===== src/design/strle_pkg.sv =====
`timescale 1ns / 1ps
// ----------------------------------------------------------------------------
// strle_pkg
// Types and constants shared by the seven-bit text run-length entry unpacker.
// ----------------------------------------------------------------------------
package strle_pkg;

    localparam int unsigned SYM_W       = 8;
    localparam int unsigned GROUP_W     = 7;
    localparam int unsigned RUN_W       = 6;   // a run carries up to 47 groups
    localparam int unsigned ENTRY_W     = 8;
    localparam int unsigned NUM_ENTRIES = 7;
    localparam int unsigned BPE_W       = 4;
    localparam int unsigned TOTAL_W     = 16;
    localparam int unsigned CFG_DATA_W  = 16;
    localparam int unsigned BUF_W       = 15;
    localparam int unsigned BCNT_W      = 4;

    localparam logic [SYM_W-1:0] SYM_NUL      = 8'h00;
    localparam logic [SYM_W-1:0] SYM_HIGH_LO  = 8'hA0;
    localparam logic [SYM_W-1:0] SYM_RUN_LO   = 8'hD1;
    localparam logic [SYM_W-1:0] OFFSET_LOW   = 8'h20;
    localparam logic [SYM_W-1:0] OFFSET_HIGH  = 8'h51;

    localparam logic [BPE_W-1:0]   BPE_RESET   = 4'd8;
    localparam logic [BPE_W-1:0]   BPE_MAX     = 4'd8;
    localparam logic [TOTAL_W-1:0] TOTAL_RESET = 16'd0;

    localparam logic CFG_IDX_BPE   = 1'b0;
    localparam logic CFG_IDX_TOTAL = 1'b1;

    typedef enum logic [1:0] {
        CMD_GROUP = 2'd0,
        CMD_ZERO  = 2'd1,
        CMD_END   = 2'd2
    } cmd_kind_t;

    typedef enum logic [1:0] {
        STATUS_OK      = 2'd0,
        STATUS_TRUNC   = 2'd1,
        STATUS_INVALID = 2'd2
    } status_t;

    typedef struct packed {
        cmd_kind_t            kind;
        logic                 line_start;
        logic [GROUP_W-1:0]   group;
        logic [RUN_W-1:0]     runs;
    } cmd_t;

    typedef struct packed {
        logic [NUM_ENTRIES-1:0][ENTRY_W-1:0] entries;
        logic [2:0]                          count;
        status_t                             status;
        logic                                finished;
        logic                                last;
    } res_t;

endpackage


===== src/design/seven_bit_text_rle_entry_unpacker_top.sv =====
`timescale 1ns / 1ps
// ----------------------------------------------------------------------------
// seven_bit_text_rle_entry_unpacker_top
// Turns seven-bit text characters into fixed-width entries, one result per
// seven-bit group, with run characters expanding into zero groups.
// ----------------------------------------------------------------------------
// An item passes through the command queue into the back end, whose result is
// held in an output register. Throughput: one group per cycle through the
// single extraction stage while the output is free and no stop is held; a
// run character of length k yields k groups. A two-entry command queue lets
// input continue while results wait. Reset clears the bit buffer, entry count
// and queues; registers return to width 8 and total 0.
module seven_bit_text_rle_entry_unpacker_top #(
    parameter int unsigned COUNT_WIDTH = 16
) (
    input  logic                                clk,
    input  logic                                rst_n,
    input  logic                                cfg_wr_en,
    input  logic                                cfg_addr,
    input  logic [strle_pkg::CFG_DATA_W-1:0]    cfg_wdata,
    input  logic                                push,
    output logic                                full,
    input  logic [7:0]                          symbol,
    input  logic                                line_start,
    input  logic                                end_of_data,
    output logic                                empty,
    input  logic                                pop,
    output logic [7:0]                          entry_a,
    output logic [7:0]                          entry_b,
    output logic [7:0]                          entry_c,
    output logic [7:0]                          entry_d,
    output logic [7:0]                          entry_e,
    output logic [7:0]                          entry_f,
    output logic [7:0]                          entry_g,
    output logic [2:0]                          entry_count,
    output logic [1:0]                          status,
    output logic                                finished,
    output logic                                last
);
    import strle_pkg::*;

    logic [BPE_W-1:0]   bpe_reg;
    logic [TOTAL_W-1:0] total_reg;

    cmd_t front_cmd;
    cmd_t head_cmd;
    logic head_valid;
    logic head_pop;
    logic res_valid;
    res_t res;

    always_ff @(posedge clk or negedge rst_n)
    begin
        if (!rst_n)
        begin
            bpe_reg   <= BPE_RESET;
            total_reg <= TOTAL_RESET;
        end
        else if (cfg_wr_en)
        begin
            unique case (cfg_addr)
                CFG_IDX_BPE:   bpe_reg   <= cfg_wdata[BPE_W-1:0];
                CFG_IDX_TOTAL: total_reg <= cfg_wdata[TOTAL_W-1:0];
                default:       bpe_reg   <= bpe_reg;
            endcase
        end
    end

    strle_front u_front (
        .symbol      (symbol),
        .line_start  (line_start),
        .end_of_data (end_of_data),
        .cmd         (front_cmd)
    );

    strle_fifo u_fifo (
        .clk      (clk),
        .rst_n    (rst_n),
        .wr_en    (push),
        .wr_data  (front_cmd),
        .full     (full),
        .rd_en    (head_pop),
        .rd_valid (head_valid),
        .rd_data  (head_cmd)
    );

    strle_back #(
        .COUNT_WIDTH (COUNT_WIDTH)
    ) u_back (
        .clk            (clk),
        .rst_n          (rst_n),
        .bits_per_entry (bpe_reg),
        .entry_total    (total_reg),
        .cmd_valid      (head_valid),
        .cmd            (head_cmd),
        .cmd_pop        (head_pop),
        .res_valid      (res_valid),
        .res            (res),
        .res_pop        (pop)
    );

    assign empty       = !res_valid;
    assign entry_a     = res.entries[0];
    assign entry_b     = res.entries[1];
    assign entry_c     = res.entries[2];
    assign entry_d     = res.entries[3];
    assign entry_e     = res.entries[4];
    assign entry_f     = res.entries[5];
    assign entry_g     = res.entries[6];
    assign entry_count = res.count;
    assign status      = res.status;
    assign finished    = res.finished;
    assign last        = res.last;

    // an error or completion always closes the item
    a_status_last: assert property (@(posedge clk) disable iff (!rst_n)
        (!empty && (status != STATUS_OK || finished)) |-> last)
        else $error("error or finished result not marked last");

    a_status_no_entries: assert property (@(posedge clk) disable iff (!rst_n)
        (!empty && status != STATUS_OK) |-> (entry_count == 3'd0 && !finished))
        else $error("error result carries entries or finished");

    a_queue_full_valid: assert property (@(posedge clk) disable iff (!rst_n)
        full |-> head_valid)
        else $error("command queue full but head not valid");

    a_result_held: assert property (@(posedge clk) disable iff (!rst_n)
        (!empty && !pop) |=> (!empty && $stable(res)))
        else $error("waiting result changed before it was taken");

endmodule


===== src/design/strle_front.sv =====
`timescale 1ns / 1ps
// ----------------------------------------------------------------------------
// strle_front
// Classifies each text character into a group command for the back end.
// ----------------------------------------------------------------------------
module strle_front (
    input  logic [7:0]     symbol,
    input  logic           line_start,
    input  logic           end_of_data,
    output strle_pkg::cmd_t cmd
);
    import strle_pkg::*;

    logic [SYM_W-1:0] run_len;
    logic [SYM_W-1:0] hi_grp;
    logic [SYM_W-1:0] lo_grp;

    assign run_len = symbol - SYM_RUN_LO + 8'd1;
    assign hi_grp  = symbol - OFFSET_HIGH;
    assign lo_grp  = symbol - OFFSET_LOW;

    always_comb
    begin
        cmd.kind       = CMD_GROUP;
        cmd.line_start = line_start;
        cmd.group      = '0;
        cmd.runs       = RUN_W'(1);
        priority if (end_of_data)
        begin
            cmd.kind = CMD_END;
        end
        else if (symbol == SYM_NUL)
        begin
            cmd.kind = CMD_ZERO;
        end
        else if (symbol >= SYM_RUN_LO)
        begin
            cmd.runs = run_len[RUN_W-1:0];
        end
        else if (symbol >= SYM_HIGH_LO)
        begin
            cmd.group = hi_grp[GROUP_W-1:0];
        end
        else
        begin
            // low characters drop the space offset and keep the low seven bits, so codes below it wrap
            cmd.group = lo_grp[GROUP_W-1:0];
        end
    end

endmodule


===== src/design/strle_fifo.sv =====
`timescale 1ns / 1ps
// ----------------------------------------------------------------------------
// strle_fifo
// Two-entry command queue between the classifier and the unpacking engine.
// ----------------------------------------------------------------------------
module strle_fifo (
    input  logic            clk,
    input  logic            rst_n,
    input  logic            wr_en,
    input  strle_pkg::cmd_t wr_data,
    output logic            full,
    input  logic            rd_en,
    output logic            rd_valid,
    output strle_pkg::cmd_t rd_data
);
    import strle_pkg::*;

    cmd_t       mem [2];
    logic       wr_ptr_reg;
    logic       wr_ptr_next;
    logic       rd_ptr_reg;
    logic       rd_ptr_next;
    logic [1:0] fill_reg;
    logic [1:0] fill_next;
    logic       do_wr;
    logic       do_rd;

    assign full     = (fill_reg == 2'd2);
    assign rd_valid = (fill_reg != 2'd0);
    assign rd_data  = mem[rd_ptr_reg];
    assign do_wr    = wr_en && !full;
    assign do_rd    = rd_en && rd_valid;

    always_comb
    begin
        wr_ptr_next = do_wr ? ~wr_ptr_reg : wr_ptr_reg;
        rd_ptr_next = do_rd ? ~rd_ptr_reg : rd_ptr_reg;
        fill_next   = fill_reg + {1'b0, do_wr} - {1'b0, do_rd};
    end

    always_ff @(posedge clk or negedge rst_n)
    begin
        if (!rst_n)
        begin
            wr_ptr_reg <= 1'b0;
            rd_ptr_reg <= 1'b0;
            fill_reg   <= 2'd0;
        end
        else
        begin
            wr_ptr_reg <= wr_ptr_next;
            rd_ptr_reg <= rd_ptr_next;
            fill_reg   <= fill_next;
        end
    end

    always_ff @(posedge clk)
    begin
        if (do_wr)
        begin
            mem[wr_ptr_reg] <= wr_data;
        end
    end

endmodule


===== src/design/strle_back.sv =====
`timescale 1ns / 1ps
// ----------------------------------------------------------------------------
// strle_back
// Unpacking engine: while the output is free and not stopped, shifts one group
// a cycle into the buffer, registers the entries it completes as the result.
// ----------------------------------------------------------------------------
module strle_back #(
    parameter int unsigned COUNT_WIDTH = 16
) (
    input  logic                                   clk,
    input  logic                                   rst_n,
    input  logic [strle_pkg::BPE_W-1:0]            bits_per_entry,
    input  logic [strle_pkg::TOTAL_W-1:0]          entry_total,
    input  logic                                   cmd_valid,
    input  strle_pkg::cmd_t                        cmd,
    output logic                                   cmd_pop,
    output logic                                   res_valid,
    output strle_pkg::res_t                        res,
    input  logic                                   res_pop
);
    import strle_pkg::*;

    localparam int unsigned CMP_W = (COUNT_WIDTH > TOTAL_W) ? COUNT_WIDTH : TOTAL_W;

    logic [BUF_W-1:0]       bit_buffer_reg;
    logic [BUF_W-1:0]       bit_buffer_next;
    logic [BCNT_W-1:0]      bit_count_reg;
    logic [BCNT_W-1:0]      bit_count_next;
    logic [COUNT_WIDTH-1:0] done_reg;
    logic [COUNT_WIDTH-1:0] done_next;
    logic                   stopped_reg;
    logic                   stopped_next;
    logic [RUN_W-1:0]       run_idx_reg;
    logic [RUN_W-1:0]       run_idx_next;
    logic                   out_valid_reg;
    logic                   out_valid_next;
    res_t                   out_reg;
    res_t                   out_next;

    logic                   out_free;
    logic                   step;
    logic [BCNT_W-1:0]      cnt0;
    logic [BPE_W-1:0]       w;
    logic [CMP_W-1:0]       done_ext;
    logic [CMP_W-1:0]       done_new_ext;
    logic [CMP_W-1:0]       total_ext;
    logic [CMP_W-1:0]       rem;
    logic                   all_done0;
    logic [BUF_W-1:0]       buf_new;
    logic [4:0]             cnt_g;
    logic [ENTRY_W-1:0]     mask;
    logic [NUM_ENTRIES-1:0][ENTRY_W-1:0] ents;
    logic [2:0]             n;
    logic [5:0]             n_w;
    logic [5:0]             cnt_left;
    logic [COUNT_WIDTH-1:0] done_new;
    logic                   fin;
    logic                   run_end;

    assign out_free  = !out_valid_reg || res_pop;
    assign step      = cmd_valid && !stopped_reg && out_free;
    assign cmd_pop   = cmd_valid && (stopped_reg || (step && (cmd.kind != CMD_GROUP || run_end)));
    assign res_valid = out_valid_reg;
    assign res       = out_reg;

    always_comb
    begin
        priority if (bits_per_entry == '0)
        begin
            w = BPE_W'(1);
        end
        else if (bits_per_entry > BPE_MAX)
        begin
            w = BPE_MAX;
        end
        else
        begin
            w = bits_per_entry;
        end
    end

    // line start drops the buffered bits before the first group of the item
    assign cnt0      = (run_idx_reg == '0 && cmd.line_start) ? '0 : bit_count_reg;
    assign done_ext  = CMP_W'(done_reg);
    assign total_ext = CMP_W'(entry_total);
    assign all_done0 = done_ext >= total_ext;
    assign rem       = total_ext - done_ext;
    assign buf_new   = {bit_buffer_reg[BUF_W-GROUP_W-1:0], cmd.group};
    assign cnt_g     = {1'b0, cnt0} + 5'd7;
    assign mask      = ENTRY_W'((9'd1 << w) - 9'd1);

    // each entry is taken straight from the buffer at its own offset
    always_comb
    begin
        logic [5:0]       need;
        logic [4:0]       sh;
        logic [BUF_W-1:0] shifted;
        n    = '0;
        ents = '0;
        for (int i = 0; i < NUM_ENTRIES; i++)
        begin
            need    = 6'(i + 1) * {2'b00, w};
            sh      = cnt_g - need[4:0];
            shifted = buf_new >> sh;
            if (need <= {1'b0, cnt_g} && rem > CMP_W'(i) && !all_done0)
            begin
                ents[i] = shifted[ENTRY_W-1:0] & mask;
                n       = 3'(i + 1);
            end
        end
    end

    assign n_w          = 6'(n) * {2'b00, w};
    assign cnt_left     = {1'b0, cnt_g} - n_w;
    assign done_new     = done_reg + COUNT_WIDTH'(n);
    assign done_new_ext = CMP_W'(done_new);
    assign fin          = done_new_ext >= total_ext;
    assign run_end      = fin || (run_idx_reg + RUN_W'(1) == cmd.runs);

    always_comb
    begin
        bit_buffer_next = bit_buffer_reg;
        bit_count_next  = bit_count_reg;
        done_next       = done_reg;
        stopped_next    = stopped_reg;
        run_idx_next    = run_idx_reg;
        out_valid_next  = out_valid_reg && !res_pop;
        out_next        = out_reg;
        if (step)
        begin
            out_valid_next = 1'b1;
            out_next       = '0;
            out_next.last  = 1'b1;
            unique case (cmd.kind)
                CMD_END:
                begin
                    out_next.finished = all_done0;
                    out_next.status   = all_done0 ? STATUS_OK : STATUS_TRUNC;
                    stopped_next      = 1'b1;
                end
                CMD_ZERO:
                begin
                    out_next.finished = all_done0;
                    out_next.status   = all_done0 ? STATUS_OK : STATUS_INVALID;
                    stopped_next      = 1'b1;
                end
                CMD_GROUP:
                begin
                    out_next.entries  = ents;
                    out_next.count    = n;
                    out_next.finished = fin;
                    out_next.last     = run_end;
                    bit_buffer_next   = buf_new;
                    bit_count_next    = cnt_left[BCNT_W-1:0];
                    done_next         = done_new;
                    stopped_next      = fin;
                    run_idx_next      = run_end ? '0 : run_idx_reg + RUN_W'(1);
                end
                default:
                begin
                    out_valid_next = out_valid_reg && !res_pop;
                end
            endcase
        end
    end

    always_ff @(posedge clk or negedge rst_n)
    begin
        if (!rst_n)
        begin
            bit_buffer_reg <= '0;
            bit_count_reg  <= '0;
            done_reg       <= '0;
            stopped_reg    <= 1'b0;
            run_idx_reg    <= '0;
            out_valid_reg  <= 1'b0;
        end
        else
        begin
            bit_buffer_reg <= bit_buffer_next;
            bit_count_reg  <= bit_count_next;
            done_reg       <= done_next;
            stopped_reg    <= stopped_next;
            run_idx_reg    <= run_idx_next;
            out_valid_reg  <= out_valid_next;
        end
    end

    always_ff @(posedge clk)
    begin
        out_reg <= out_next;
    end

endmodule


===== config.mk =====
export PLATFORM = sky130hd
export DESIGN_NAME = seven_bit_text_rle_entry_unpacker_top
export DESIGN_NICKNAME = d
export VERILOG_FILES = /design/src/design/strle_pkg.sv /design/src/design/seven_bit_text_rle_entry_unpacker_top.sv /design/src/design/strle_front.sv /design/src/design/strle_fifo.sv /design/src/design/strle_back.sv
export SDC_FILE = /design/constraint.sdc
export NUM_CORES = 1
export LEC_CHECK = 0
export ABC_CLOCK_PERIOD_IN_PS = 9600
export BUFFER_PORTS_ARGS = -buffer_cell sky130_fd_sc_hd__buf_2
export CAP_MARGIN = 40
export CORE_MARGIN = 2
export CORE_UTILIZATION = 63
export CTS_BUF_LIST = sky130_fd_sc_hd__clkbuf_8
export CTS_CLUSTER_SIZE = 8
export DETAILED_ROUTE_END_ITERATION = 8
export MAX_ROUTING_LAYER = met4
export PLACE_DENSITY = 0.83
export SLEW_MARGIN = 20
export SYNTH_ARGS = -nofsm -noshare
export SYNTH_HDL_FRONTEND = slang
export SYNTH_SLANG_ARGS = --single-unit

===== constraint.sdc =====
create_clock -name clk -period 9.6 [get_ports clk]
set_input_delay 1.92 -clock clk [delete_from_list [all_inputs] [get_ports clk]]
set_output_delay 1.92 -clock clk [all_outputs]
set_load 0.02 [all_outputs]

Yosys cells after proc, flatten, opt, wreduce, memory -nomap -nowiden
Memory sizes are Yosys's and may differ from the RTL's.
Index checks and enable logic that the tools add are counted.
{"block": "totals", "ff_bits": 123, "ramBits": 32, "in_bits": 32, "output_inout_bits": 65, "elab_cells": 166, "mem_count": 1}
{"memory": "u_fifo.mem", "depth": 2, "word_bits": 16, "read_ports": 1, "rd_clocked_by_memory_dff": 0, "wr": 1, "line": "strle_fifo.sv:18", "source": "cmd_t mem [2];"}
{"block": "classes", "n_addsub": 19, "mul": 5, "magnitude_cmp": 19, "eq_ne": 4, "shifts": 8, "mux": 27, "bitwise_logic": 10, "n_reduce_logical": 51}
{"cell": ">> shifter 15 x 5 -> 8 bit", "count": 7}
{"cell": "AND 8 bit", "count": 7}
{"cell": "> comparator 16 x 3 -> 1 bit, second input constant", "count": 3}
{"cell": ">= comparator 16 bit", "count": 2}
{"cell": "> comparator 16 x 1 -> 1 bit, second input constant", "count": 2}
{"cell": "> comparator 16 x 2 -> 1 bit, second input constant", "count": 2}
{"cell": "less-or-equal comparator 6 x 5 -> 1 bit", "count": 5}
{"cell": "subtractor 5 bit", "count": 6}
{"cell": "two-way mux 13 bit", "count": 2}
{"cell": "logical AND 1 bit", "count": 22}
{"cell": "AND reduction 2 bit", "count": 11}
{"cell": "adder 16 x 3 -> 16 bit", "count": 1}
{"cell": ">= comparator 8 bit, second input constant", "count": 2}
{"cell": "subtractor 16 bit", "count": 1}
{"cell": "two-way mux 7 bit", "count": 2}
{"cell": "adder 6 x 1 -> 6 bit, second input constant", "count": 2}
{"cell": "multiplier 3 x 4 -> 6 bit, first input constant", "count": 2}
{"cell": "two-way mux 3 bit", "count": 4}
{"cell": "two-way mux 4 bit", "count": 3}
{"cell": "two-way mux 6 bit", "count": 2}
{"cell": "zero test 8 bit", "count": 1}
{"cell": "two-way mux 2 bit", "count": 4}
{"cell": "<< shifter 1 x 4 -> 8 bit, first input constant", "count": 1}
{"cell": "subtractor 8 x 1 -> 8 bit, second input constant", "count": 1}
{"cell": "29 further kinds", "count": 48}

Depth between registers and ports, before layout
Gate-level depths: netlist of run 1.
{"block": "depth", "ltp_word": 23, "ltp_mapped": 43, "depth_no_buf": 42}

Modules after synthesis
From an unflattened synthesis of run 1, not the netlist that was laid out.
{"block": "hier_totals", "cells_unflattened": 1358, "hier_area_um2": 12792.3}
{"module": "strle_back", "instances": 1, "cells_per_inst": 1190, "area_per_inst_um2": 10241.1, "seq_area_each_um2": 2792.7}
{"module": "strle_fifo", "instances": 1, "cells_per_inst": 68, "area_per_inst_um2": 1400.1, "seq_area_each_um2": 1061.0}
{"module": "seven_bit_text_rle_entry_unpacker_top", "instances": 1, "cells_per_inst": 44, "area_per_inst_um2": 750.7, "seq_area_each_um2": 501.7}
{"module": "strle_front", "instances": 1, "cells_per_inst": 56, "area_per_inst_um2": 400.4, "seq_area_each_um2": 0.0}

Worst setup path after synthesis of run 1
No wires, ideal clock.
{"block": "synth_timing", "path_kind": "register -> register", "from": "register u_back.run_idx_reg[0]", "to": "register u_fifo.fill_reg[1]", "setup_time_ns": 0.123, "arrival_time_ns": 8.055, "required_ns": 9.477, "path_slack_ns": 1.421, "stages_incl_launch_ff": 44, "path_buffers": 2, "period_less_slack_ns": 8.179, "cell_sequence": "dfrtp_1 > inv_1 > ha_1 > or4b_1 > o31a_1 > clkbuf_1 > clkbuf_1 > ha_1 > inv_2 > ha_1 > nor2b_1 > o21a_1 > o21a_1 > o21ai_0 > nand2b_1 > a221o_1 > a31oi_1 > a211oi_2 > [... 8 more ...] > nor4_1 > and3_1 > nand3_1 > xnor2_1 > ha_1 > a21o_1 > a21oi_1 > nor2b_1 > nor4_1 > o211ai_1 > nand2_1 > a31oi_1 > o22a_1 > ha_1 > inv_1 > ha_1 > xnor2_1 > xnor2_1"}
{"block": "synth_between", "elab_chain_len": 23, "elab_cells_between_ends": 43, "cone_classes": "add/sub: 4; order compare: 8; eq/ne: 1; mux: 8; reduce/logical: 22"}
{"item": "start, declared", "line": "strle_back.sv:33", "source": "logic [RUN_W-1:0] run_idx_reg;"}
{"item": "start signal, assigned", "line": "strle_back.sv:184", "source": "run_idx_reg <= run_idx_next;"}
{"item": "zero test 6 bit (*)", "line": "strle_back.sv:83", "source": "assign cnt0 = (run_idx_reg == '0 && cmd.line_start) ? '0 : bit_count_reg;"}
{"item": "logical AND 1 bit (*)", "line": "strle_back.sv:83"}
{"item": "two-way mux 4 bit (*)", "line": "strle_back.sv:83"}
{"item": "adder 4 x 3 -> 5 bit (*)", "line": "strle_back.sv:89", "source": "assign cnt_g = {1'b0, cnt0} + 5'd7;"}
{"item": "less-or-equal comparator 4 x 5 -> 1 bit", "line": "strle_back.sv:105", "source": "if (need <= {1'b0, cnt_g} && rem > CMP_W'(i) && !all_done0)"}
{"item": "logical AND 1 bit (2 in a row)", "line": "strle_back.sv:105"}
{"item": "two-way mux 1 bit", "line": "strle_back.sv:105"}
{"item": "two-way mux 2 bit (2 in a row)", "line": "strle_back.sv:105"}
{"item": "[... 4 more ...]"}
{"item": "net u_back.n[0]", "line": "strle_back.sv:53", "source": "logic [2:0] n;"}
{"item": "[... 1 more ...]"}
{"item": "net u_back.done_new[12]", "line": "strle_back.sv:56", "source": "logic [COUNT_WIDTH-1:0] done_new;"}
{"item": "[... 2 more ...]"}
{"item": "logical OR 1 bit (*)", "line": "strle_back.sv:62", "source": "assign cmd_pop = cmd_valid && (stopped_reg || (step && (cmd.kind != CMD_GROUP || run_end)));"}
{"item": "logical AND 1 bit (*)", "line": "strle_back.sv:62"}
{"item": "logical OR 1 bit (*)", "line": "strle_back.sv:62"}
{"item": "logical AND 1 bit (*)", "line": "strle_back.sv:62"}
{"item": "logical AND 1 bit (*)", "line": "strle_fifo.sv:32", "source": "assign do_rd = rd_en && rd_valid;"}
{"item": "net u_fifo.do_rd", "line": "strle_fifo.sv:26", "source": "logic do_rd;"}
{"item": "subtractor 2 x 1 -> 2 bit (*)", "line": "strle_fifo.sv:38", "source": "fill_next = fill_reg + {1'b0, do_wr} - {1'b0, do_rd};"}
{"item": "net u_fifo.fill_next[1]", "line": "strle_fifo.sv:24", "source": "logic [1:0] fill_next;"}
{"item": "end signal, assigned", "line": "strle_fifo.sv:53", "source": "fill_reg <= fill_next;"}
{"item": "end, declared", "line": "strle_fifo.sv:23", "source": "logic [1:0] fill_reg;"}
The timed path passes the listed nets; every way through them passes the cells marked *.
A chain may end at the register's enable or synchronous reset.

Final worst setup path of run 1
{"block": "layout_timing", "from": "register bpe_reg[3]", "to": "register u_fifo.fill_reg[1]"}
{"block": "layout_between", "elab_chain_len": 22, "elab_cells_between_ends": 45, "cone_classes": "add/sub: 2; mul: 4; order compare: 9; mux: 9; reduce/logical: 21"}
{"item": "start, declared", "line": "seven_bit_text_rle_entry_unpacker_top.sv:42", "source": "logic [BPE_W-1:0] bpe_reg;"}
{"item": "start signal, assigned", "line": "seven_bit_text_rle_entry_unpacker_top.sv:62", "source": "CFG_IDX_BPE: bpe_reg <= cfg_wdata[BPE_W-1:0];"}
{"item": "start signal, assigned", "line": "seven_bit_text_rle_entry_unpacker_top.sv:64", "source": "default: bpe_reg <= bpe_reg;"}
{"item": "> comparator 4 bit", "line": "strle_back.sv:72", "source": "else if (bits_per_entry > BPE_MAX)"}
{"item": "two-way mux 4 bit", "line": "strle_back.sv:72"}
{"item": "two-way mux 4 bit (*)", "line": "strle_back.sv:68", "source": "priority if (bits_per_entry == '0)"}
{"item": "parallel branches: the longest is 9 deep, another holds multiplier 2 x 4 -> 6 bit"}
{"item": "two-way mux 3 bit (*)", "line": "strle_back.sv:105"}
{"item": "net u_back.n[0]", "line": "strle_back.sv:53"}
{"item": "adder 16 x 3 -> 16 bit (*)", "line": "strle_back.sv:115", "source": "assign done_new = done_reg + COUNT_WIDTH'(n);"}
{"item": "net u_back.done_new[14]", "line": "strle_back.sv:56"}
{"item": "[... 2 more ...]"}
{"item": "logical OR 1 bit (*)", "line": "strle_back.sv:62"}
{"item": "logical AND 1 bit (*)", "line": "strle_back.sv:62"}
{"item": "logical OR 1 bit (*)", "line": "strle_back.sv:62"}
{"item": "logical AND 1 bit (*)", "line": "strle_back.sv:62"}
{"item": "logical AND 1 bit (*)", "line": "strle_fifo.sv:32"}
{"item": "net u_fifo.do_rd", "line": "strle_fifo.sv:26"}
{"item": "subtractor 2 x 1 -> 2 bit (*)", "line": "strle_fifo.sv:38"}
{"item": "net u_fifo.fill_next[1]", "line": "strle_fifo.sv:24"}
Mark *: on every way through the listed nets, which the timed path passes.

==> flow_metrics.env, run 1 <==
export IMPL_detail_route_antenna_nets=0
export IMPL_die_width_um=145
export IMPL_synth_area_mm2=0.0124
export IMPL_fin_total_pwr_w=0.00260
export IMPL_final_nets=1577
export IMPL_period_share_pct=91.8
export IMPL_fin_area_mm2=0.0137
export IMPL_start_util_pct=64.2
export IMPL_grt_antenna_before_repair=0
export IMPL_timing_worst_slew_pin_value_ns=0.891
export IMPL_setup_repair_after_global_routing_missed_its_margin="false"
export IMPL_worst_skew_pair_late_latency_ns=0.48
export IMPL_cts_buffers=17
export IMPL_maximum_number_of_pins_on_one_net_before_global_route_repair=62
export IMPL_endpoint_kind="flip-flop"
export IMPL_fmax_ghz=0.114
export IMPL_cp_data_arrival_time_ns=9.22
export IMPL_layout_min_cycle_time_ns=8.81
export IMPL_antenna_cells_inserted=0
export IMPL_setup_tns_ns=0
export IMPL_area_growth_syn_to_layout_pct=10.2
export IMPL_globalRouteOverflowTotal=0
export IMPL_final_core_utilization_pct=70.7
export IMPL_maxSlewViolCount=0
export IMPL_timing_critical_path_required_ns=10.01
export IMPL_final_setup_viol_count=0
export IMPL_path_common_cell="ha_1"
export IMPL_initialDrtViolationCount=730
export IMPL_fin_ws_ns=0.790
export IMPL_timing_slew_headroom_pct=40.2
export IMPL_floorplan_die_height_um=145
export IMPL_ys_seq_area_share_pct=35.0
export IMPL_synth_top_area_share_pct=22.9
export IMPL_max_fo_critical_path=15
export IMPL_ctsRootBufferMaster="clkbuf_8"
export IMPL_netlist_top_cell_by_area="edfxtp_1"
export IMPL_detailedPlace_worstSlack_ns=0.657
export IMPL_worstSetupPathType="reg -> reg"
export IMPL_r2r_cells=38
export IMPL_run_status="complete, no violations"
export IMPL_synth_edff_count=95
export IMPL_ys_top_cells_by_area="edfxtp_1 23%, dfrtp_1 12%, ha_1 10%"
export IMPL_post_cts_hold_buffer_count=0
export IMPL_ys_ff_latch=155
export IMPL_power_density_normalized_to_cell_area_mw_per_mm2=189
export IMPL_cts_tree="done"
export IMPL_peakVddDrop_mv=0.174
export IMPL_ys_dominant_reg_cell="edfxtp_1"
export IMPL_p_leak_nw=5.93
export IMPL_cp_num_buf_inv=5
export IMPL_yosysWarningCount=0
export IMPL_detailedRoute_firstPassIterationCount=6
export IMPL_routed_via_count=10400
export IMPL_portBuffers=96
export IMPL_yosys_cell_types=82
export IMPL_timing_critical_path_slowest_cell_delay_ns=0.75
export IMPL_timing_critical_path_max_delay_family="adder cells"
export IMPL_crit_cells=38
export IMPL_drc=0
export IMPL_routed_wl_um=31800
export IMPL_clkSlewWorstSetupHoldPaths_ns=0.11
export IMPL_clock_tree_htree_level_count=4
export IMPL_hold_depth=1
export IMPL_drive_above_1_share_pct=16.2
export IMPL_routabilityCongestion=0.977
export IMPL_cts_buffer_depth=2
export IMPL_synthMostInstantiatedCell="nor2_1"
export IMPL_coreArea_mm2=0.0194
export IMPL_postSynthCellCount=1331
export IMPL_type_of_the_tightest_min_delay_check="reg -> reg"
export IMPL_detailedPlacementHpwl_um=24100
export IMPL_detailed_place_area_mm2=0.0132
export IMPL_asyncSetResetFlopFracSynth_pct=38.7
export IMPL_via_count_of_the_first_global_routing_pass=9973
export IMPL_detail_route_vias_per_cell=6.07
export IMPL_fin_worst_skew_ns=0.0213
export IMPL_number_of_ports_placed_on_the_die_boundary=97
export IMPL_synth_cells_most_frequent="129 x nor2_1, 127 x nand2_1, 102 x ha_1, 95 x edfxtp_1, 86 x inv_1"
export IMPL_worstSetupStartpointType="flip-flop"
export IMPL_routed_wire_length_per_instance_um=18.6
export IMPL_design_die_area_mm2=0.0209
export IMPL_grt_first_pass_wirelength_um=50900
export IMPL_floorplan_rows=51
export IMPL_largest_reg_flops=63
export IMPL_globalRouteTotalUtil_pct=32.4
export IMPL_max_cap_violations=0
export IMPL_syn_avg_cell_area_um2=9.35
export IMPL_synthesis_nets=1478
export IMPL_critical_path_slowest_cell="dfstp_2"
export IMPL_cts_sink_count=155
export IMPL_hold_viol_final=0
routing by layer:
layer  vias to the layer above  GRT usage, %  part of all wire, %
met4                         0          12.2                  3.1
met2                       386          53.7                   49
met3                        78          4.34                  5.6
met5                         -             -                    0
met1                      4924          40.7                   42
li1                       4977             -                    -
layout by cell type (no fill, tap or decap), types with 8 or more instances in the layout:
| cell | n |
|---|---|
| a211oi_1 | 11 |
| and3_1 | 12 |
| a2111oi_0 | 8 |
| a31oi_1 | 15 |
| nand2_1 | 127 |
| buf_2 | 96 |
| nand2b_1 | 12 |
| o21a_1 | 8 |
| mux2i_1 | 83 |
| clkbuf_8 | 17 |
| ha_1 | 102 |
| nor2b_1 | 12 |
| inv_1 | 86 |
| a22oi_1 | 9 |
| nor4_1 | 10 |
| fa_1 | 13 |
| dfrtp_1 | 59 |
| edfxtp_1 | 95 |
| xnor2_1 | 71 |
| buf_4 | 28 |
| nor3_1 | 48 |
| mux2_2 | 35 |
| a21oi_1 | 73 |
| nand3_1 | 29 |
| o211ai_1 | 8 |
| nand4_1 | 10 |
| and2_1 | 13 |
| a21o_1 | 18 |
| nor2_1 | 129 |
| xor2_1 | 19 |
| o21ai_0 | 67 |
worst paths after layout:
path	start	to	slack [ns]
worst max-delay path	bpe_reg[3]	u_fifo.fill_reg[1]	0.79
worst min-delay path	u_back.done_ext[13]	u_back.done_ext[13]	0.49
worst max register to register	bpe_reg[3]	u_fifo.fill_reg[1]	0.79
worst min register to register	u_back.done_ext[13]	u_back.done_ext[13]	0.49
max in group asynchronous	rst_n	u_back.bit_count_reg[1]	7.68
min in group asynchronous	rst_n	total_reg[6]	1.39
cell families (layout without fill, tap and decap cells):
logic type	count (synthesis)	after routing	synth area share, %
compound gates	277	277	14.7
flops	155	155	35.0
xor+xnor	90	90	6.33
mux	123	123	10.7
buf+inv	139	251	4.60
simple gates	430	430	16.1
fa+ha+maj	117	117	12.5
area by class of cell:
| cell class | instances | area, um^2 |
|---|---|---|
| Clock inverter | 15 | 186 |
| Tap cell | 265 | 332 |
| Sequential cell | 155 | 4360 |
| Clock buffer | 17 | 234 |
| Timing Repair Buffer | 129 | 736 |
| Fill cell | 1531 | 5690 |
| Multi-Input combinational cell | 1037 | 7530 |
| Inverter | 90 | 342 |
per-stage QoR:
stage	hold WS [ns]	std cells
floorplan	0.445	1331
global placement	0.461	1666
detailed placement	0.469	1668
CTS	0.485	1700
global route	0.509	1708
finish	0.491	1708
timing repair:
item / in CTS / in global routing
endpoints found under the hold margin: 0 / 0
resized for setup: 0 / 2
buffers inserted: 0 / 2
endpoints found under the setup margin: 0 / 2
power breakdown:
part	internal (W)	switching, W	leakage [nW]
clock	0.000202	0.000314	0.203
sequential	0.000766	0.0000326	1.72
combinational	0.000504	0.000779	4.01
total	0.00147	0.00113	5.93
No activity file was read; power rests on OpenSTA's default activity.
==> inputs of run 2 (changes only) <==
- PLACE_DENSITY: 0.83 -> default
- PLACE_DENSITY_LB_ADDON: default -> 0.1
==> run 2 against run 1 <==
Against the previous run:
- wire length down 1.1%
- combinational power about the same
- clock skew up 0.0019 ns
- power up 1.3%
- register-to-register slack better by 0.08 ns
- die area unchanged
- fmax up 0.88%
- final cell count about the same
- clock power up 3.9%
==> flow_metrics.env, run 2 (same netlist as run 1, synthesis figures left out) <==
export IMPL_timing_worst_slew_pin_value_ns=0.968
export IMPL_endpoint_kind="flip-flop"
export IMPL_clkSlewWorstSetupHoldPaths_ns=0.10
export IMPL_start_util_pct=64.2
export IMPL_area_growth_syn_to_layout_pct=10.4
export IMPL_critical_path_slowest_cell="dfstp_2"
export IMPL_fmax_ghz=0.115
export IMPL_multi_input_comb_area_mm2=0.00753
export IMPL_setup_repair_after_global_routing_missed_its_margin="false"
export IMPL_p_leak_nw=5.95
export IMPL_peakVddDrop_mv=0.160
export IMPL_globalRouteTotalUtil_pct=31.8
export IMPL_final_cell_mix="129 x nor2_1, 127 x nand2_1, 102 x ha_1"
export IMPL_layout_min_cycle_time_ns=8.73
export IMPL_detailedPlacementHpwl_um=23900
export IMPL_fin_total_pwr_w=0.00263
export IMPL_drc=0
export IMPL_globalRouteOverflowTotal=0
export IMPL_timing_critical_path_slowest_cell_delay_ns=0.77
export IMPL_fin_worst_skew_ns=0.0232
export IMPL_via_count_of_the_first_global_routing_pass=9672
export IMPL_detailedRoute_firstPassIterationCount=5
export IMPL_number_of_ports_placed_on_the_die_boundary=97
export IMPL_detail_route_antenna_nets=0
export IMPL_antenna_cells_inserted=0
export IMPL_cts_tree="done"
export IMPL_fillCellCount=1565
export IMPL_floorplan_die_height_um=145
export IMPL_worstSetupPathType="reg -> reg"
export IMPL_max_fo_critical_path=15
export IMPL_portBuffers=96
export IMPL_power_density_normalized_to_cell_area_mw_per_mm2=192
export IMPL_final_setup_viol_count=0
export IMPL_cp_data_arrival_time_ns=9.14
export IMPL_grt_first_pass_wirelength_um=50100
export IMPL_period_share_pct=91.0
export IMPL_clock_tree_htree_level_count=4
export IMPL_path_common_cell="ha_1"
export IMPL_setup_tns_ns=0
export IMPL_fin_ws_ns=0.867
export IMPL_maxSlewViolCount=0
export IMPL_hold_viol_final=0
export IMPL_routed_via_count=10300
export IMPL_timing_critical_path_required_ns=10.00
export IMPL_worstSetupStartpointType="flip-flop"
export IMPL_largest_reg_flops=63
export IMPL_cts_buffer_depth=2
export IMPL_cts_buffers=17
export IMPL_type_of_the_tightest_min_delay_check="reg -> reg"
export IMPL_final_common_cell="nor2_1"
export IMPL_run_status="complete, no violations"
export IMPL_initialDrtViolationCount=842
export IMPL_detail_route_vias_per_cell=6.03
export IMPL_ctsRootBufferMaster="clkbuf_8"
export IMPL_routed_wl_um=31400
export IMPL_floorplan_rows=51
export IMPL_placed_cells_incl_taps=1670
export IMPL_maximum_number_of_pins_on_one_net_before_global_route_repair=64
export IMPL_regArea_mm2=0.00436
export IMPL_cts_sink_count=155
export IMPL_design_die_area_mm2=0.0209
export IMPL_routabilityCongestion=1.02
export IMPL_routed_wire_length_per_instance_um=18.4
export IMPL_max_cap_violations=0
export IMPL_coreArea_mm2=0.0194
export IMPL_drive_above_1_share_pct=16.3
export IMPL_timing_slew_headroom_pct=35.2
export IMPL_finish_cell_count_without_fillers=1709
export IMPL_die_width_um=145
export IMPL_grt_antenna_before_repair=0
export IMPL_final_nets=1578
export IMPL_detailedPlace_worstSlack_ns=0.591
export IMPL_worst_skew_pair_late_latency_ns=0.48
==> run 2: layout make-up <==
cell class              count  share of cell area, %
flip-flops and latches    155                   31.7
inverters                  90                   2.51
clock inverters            15                   1.44
multi-input cells        1037                   54.8
well taps                 265                   2.41
repair buffers            130                   5.43
clock buffers              17                   1.70
==> run 2: worst paths after layout <==
| kind | start | depth (start not counted) | slack [ns] | endpoint |
|---|---|---|---|---|
| max in group asynchronous | rst_n | 3 | 7.65 | bpe_reg[3] |
| setup / recovery | bpe_reg[3] | 38 | 0.87 | u_fifo.fill_reg[1] |
| setup reg to reg | bpe_reg[3] | 38 | 0.87 | u_fifo.fill_reg[1] |
| hold / removal | u_back.done_ext[13] | 1 | 0.48 | u_back.done_ext[13] |
| min in group asynchronous | rst_n | 2 | 1.39 | total_reg[6] |
| hold reg to reg | u_back.done_ext[13] | 1 | 0.48 | u_back.done_ext[13] |
==> run 2: repair_timing <==
item	in CTS	in global routing
resized for setup	0	3
hold buffers	0	0
setup endpoints to repair	0	2
setup buffers	0	1
==> run 2: metrics by stage <==
step                      hold WS (ns)  utilization [%]  instance area, um^2
after floorplan                  0.445                -                12400
after global placement           0.461             68.1                13200
after detailed placement         0.463             68.2                13200
after CTS                        0.482             70.4                13700
after global routing             0.491             70.8                13700
final                            0.477             70.8                13700
==> run 2: metal layers <==
layer / global-route usage [%] / vias up / part of all wire, %
met4: 12.7 / 0 / 3.5
li1: - / 4976 / -
met3: 6.39 / 74 / 6.0
met2: 51.3 / 341 / 48
met5: - / - / 0
met1: 39.5 / 4921 / 42
==> run 2: power breakdown <==
| part | total (W) | leakage, nW | internal (W) | switching, W |
|---|---|---|---|---|
| Clock | 0.000536 | 0.214 | 0.000226 | 0.000311 |
| Sequential | 0.000798 | 1.72 | 0.000766 | 0.0000319 |
| Combinational | 0.00130 | 4.01 | 0.000512 | 0.000785 |
==> run 2: critical path: cells and delay by family, from the launching register on <==
kind                       cells  cell delay [ns]
AOI/OAI and AO/OA             14             2.42
and+or+nand+nor               11             2.28
adders and majority gates      7             2.21
DFF                            1             0.77
buffers and inverters          3             0.49
xor gates and xnor gates       3             0.46
==> inputs of run 3 (changes only) <==
- REMOVE_ABC_BUFFERS: default -> 1
==> run 3 against run 2 <==
Against the previous run:
- largest cell class unchanged
- hold slack lost 0.0028 ns
- critical path type unchanged
- largest power group unchanged
- via count increased by 0.45%
- critical path depth unchanged
- non-clock buffer count down 2
- first-iteration DRC count is 9.9% lower
- power barely moved
- fmax is 1.4% lower
- combinational power is essentially flat
- clock skew decreased by 0.0096 ns
- flip-flop and latch count stayed put
==> flow_metrics.env, run 3 (same netlist as run 1, synthesis figures left out) <==
export IMPL_peakVddDrop_mv=0.179
export IMPL_post_cts_setup_buffer_count=0
export IMPL_detail_route_antenna_nets=0
export IMPL_clock_tree_htree_level_count=4
export IMPL_fmax_ghz=0.113
export IMPL_fin_ws_ns=0.739
export IMPL_hold_viol_final=0
export IMPL_worstSetupStartpointType="flip-flop"
export IMPL_start_util_pct=64.2
export IMPL_routed_wl_um=31700
export IMPL_detail_route_vias_per_cell=6.07
export IMPL_path_common_cell="ha_1"
export IMPL_detailedPlace_worstSlack_ns=0.443
export IMPL_cp_data_arrival_time_ns=9.26
export IMPL_final_cell_mix="129 x nor2_1, 127 x nand2_1, 102 x ha_1"
export IMPL_largest_reg_flops=63
export IMPL_globalRouteTotalUtil_pct=32.3
export IMPL_critical_path_slowest_cell="dfstp_2"
export IMPL_cts_repair_resize_count=0
export IMPL_p_leak_nw=5.95
export IMPL_area_growth_syn_to_layout_pct=10.6
export IMPL_final_common_cell="nor2_1"
export IMPL_max_fo_critical_path=15
export IMPL_type_of_the_tightest_min_delay_check="reg -> reg"
export IMPL_routed_wire_length_per_instance_um=18.6
export IMPL_period_share_pct=92.3
export IMPL_detailedRoute_firstPassIterationCount=6
export IMPL_power_density_normalized_to_cell_area_mw_per_mm2=191
export IMPL_fin_worst_skew_ns=0.0137
export IMPL_clkSlewWorstSetupHoldPaths_ns=0.11
export IMPL_routed_via_count=10400
export IMPL_min_to="u_back.done_ext[13]"
export IMPL_worst_skew_pair_late_latency_ns=0.48
export IMPL_cts_buffers=17
export IMPL_layout_min_cycle_time_ns=8.86
export IMPL_grt_antenna_before_repair=0
export IMPL_r2r_cells=38
export IMPL_run_status="complete, no violations"
export IMPL_hold_depth=1
export IMPL_worstSetupPathType="reg -> reg"
export IMPL_worst_hold_startpoint="u_back.done_ext[13]"
export IMPL_via_count_of_the_first_global_routing_pass=9787
export IMPL_critical_path_reg2reg_startpoint="bpe_reg[3]"
export IMPL_maximum_number_of_pins_on_one_net_before_global_route_repair=66
export IMPL_post_cts_hold_buffer_count=0
export IMPL_initialDrtViolationCount=759
export IMPL_final_nets=1576
export IMPL_r2r_end="u_fifo.fill_reg[1]"
export IMPL_max_cap_violations=0
export IMPL_detailedPlacementHpwl_um=23900
export IMPL_coreArea_mm2=0.0194
export IMPL_floorplan_die_height_um=145
export IMPL_timing_critical_path_slowest_cell_delay_ns=0.77
export IMPL_routabilityCongestion=0.977
export IMPL_cts_buffer_depth=2
export IMPL_cts_tree="done"
export IMPL_cts_sink_count=155
export IMPL_timing_critical_path_required_ns=10.00
export IMPL_portBuffers=96
export IMPL_antenna_cells_inserted=0
export IMPL_endpoint_kind="flip-flop"
export IMPL_timing_slew_headroom_pct=36.3
export IMPL_design_die_area_mm2=0.0209
export IMPL_grt_first_pass_wirelength_um=50700
export IMPL_final_setup_viol_count=0
export IMPL_die_width_um=145
export IMPL_setup_repair_after_global_routing_missed_its_margin="false"
export IMPL_ff2ff_setup_slack_ns=0.74
export IMPL_ctsRootBufferMaster="clkbuf_8"
export IMPL_floorplan_rows=51
export IMPL_timing_worst_slew_pin_value_ns=0.952
export IMPL_setup_tns_ns=0
export IMPL_number_of_ports_placed_on_the_die_boundary=97
export IMPL_globalRouteOverflowTotal=0
export IMPL_drive_above_1_share_pct=16.2
export IMPL_maxSlewViolCount=0
export IMPL_drc=0
[run 3: layer usage]
layer  share of wire [%]  vias up  global-route usage [%]
met1                  43     4920                    41.2
met2                  48      379                    52.0
met4                 3.7        0                    12.9
met3                 5.4       86                    4.97
li1                    -     4973                       -
met5                   0        -                       -
[run 3: stage by stage]
stage	cell area [um^2]	total power [W]	util [%]	cells	hold WS (ns)
after floorplan	12200	0.00173	-	1282	0.445
after global placement	13200	0.00204	68.0	1665	0.461
after detailed placement	13200	0.00206	68.1	1668	0.462
after CTS	13700	0.00260	70.4	1700	0.481
after global routing	13800	0.00279	71.0	1707	0.492
final	13800	0.00263	71.0	1707	0.474
[run 3: final cells by class]
type	count	area (um^2)
Inverter	90	342
Fill cell	1533	5630
Clock inverter	15	209
Timing Repair Buffer	128	766
Clock buffer	17	234
Multi-Input combinational cell	1037	7530
Sequential cell	155	4360
Tap cell	265	332
[run 3: how the worst max path moves through the flow]
stage / from / end / slack [ns] / depth (start not counted)
2_1_floorplan: u_fifo.rd_ptr_reg / u_fifo.fill_reg[1] / 0.70 / 40
3_3_place_gp: bpe_reg[3] / u_fifo.fill_reg[1] / 0.85 / 38
3_5_place_dp: bpe_reg[3] / u_fifo.fill_reg[1] / 0.44 / 38
4_1_cts: bpe_reg[3] / u_fifo.fill_reg[1] / 0.43 / 38
5_1_grt: u_back.run_idx_reg[0] / u_fifo.fill_reg[1] / 0.03 / 43
6_report: bpe_reg[3] / u_fifo.fill_reg[1] / 0.74 / 38
[run 3: worst max-delay path: cells and delay by family, from the launching register on]
family / cells / cell delay [ns]
flip-flops: 1 / 0.77
adder cells (fa/ha/maj): 7 / 2.29
XOR/XNOR: 3 / 0.50
AND/OR/NAND/NOR: 11 / 1.95
buffers and inverters: 4 / 0.78
AO/OA/AOI/OAI: 13 / 2.48
[run 3: power breakdown]
| group | leakage [nW] | internal, W | switching (W) |
|---|---|---|---|
| clock | 0.217 | 0.000209 | 0.000332 |
| combinational | 4.01 | 0.000514 | 0.000779 |
| sequential | 1.72 | 0.000766 | 0.0000329 |
| total | 5.95 | 0.00149 | 0.00114 |
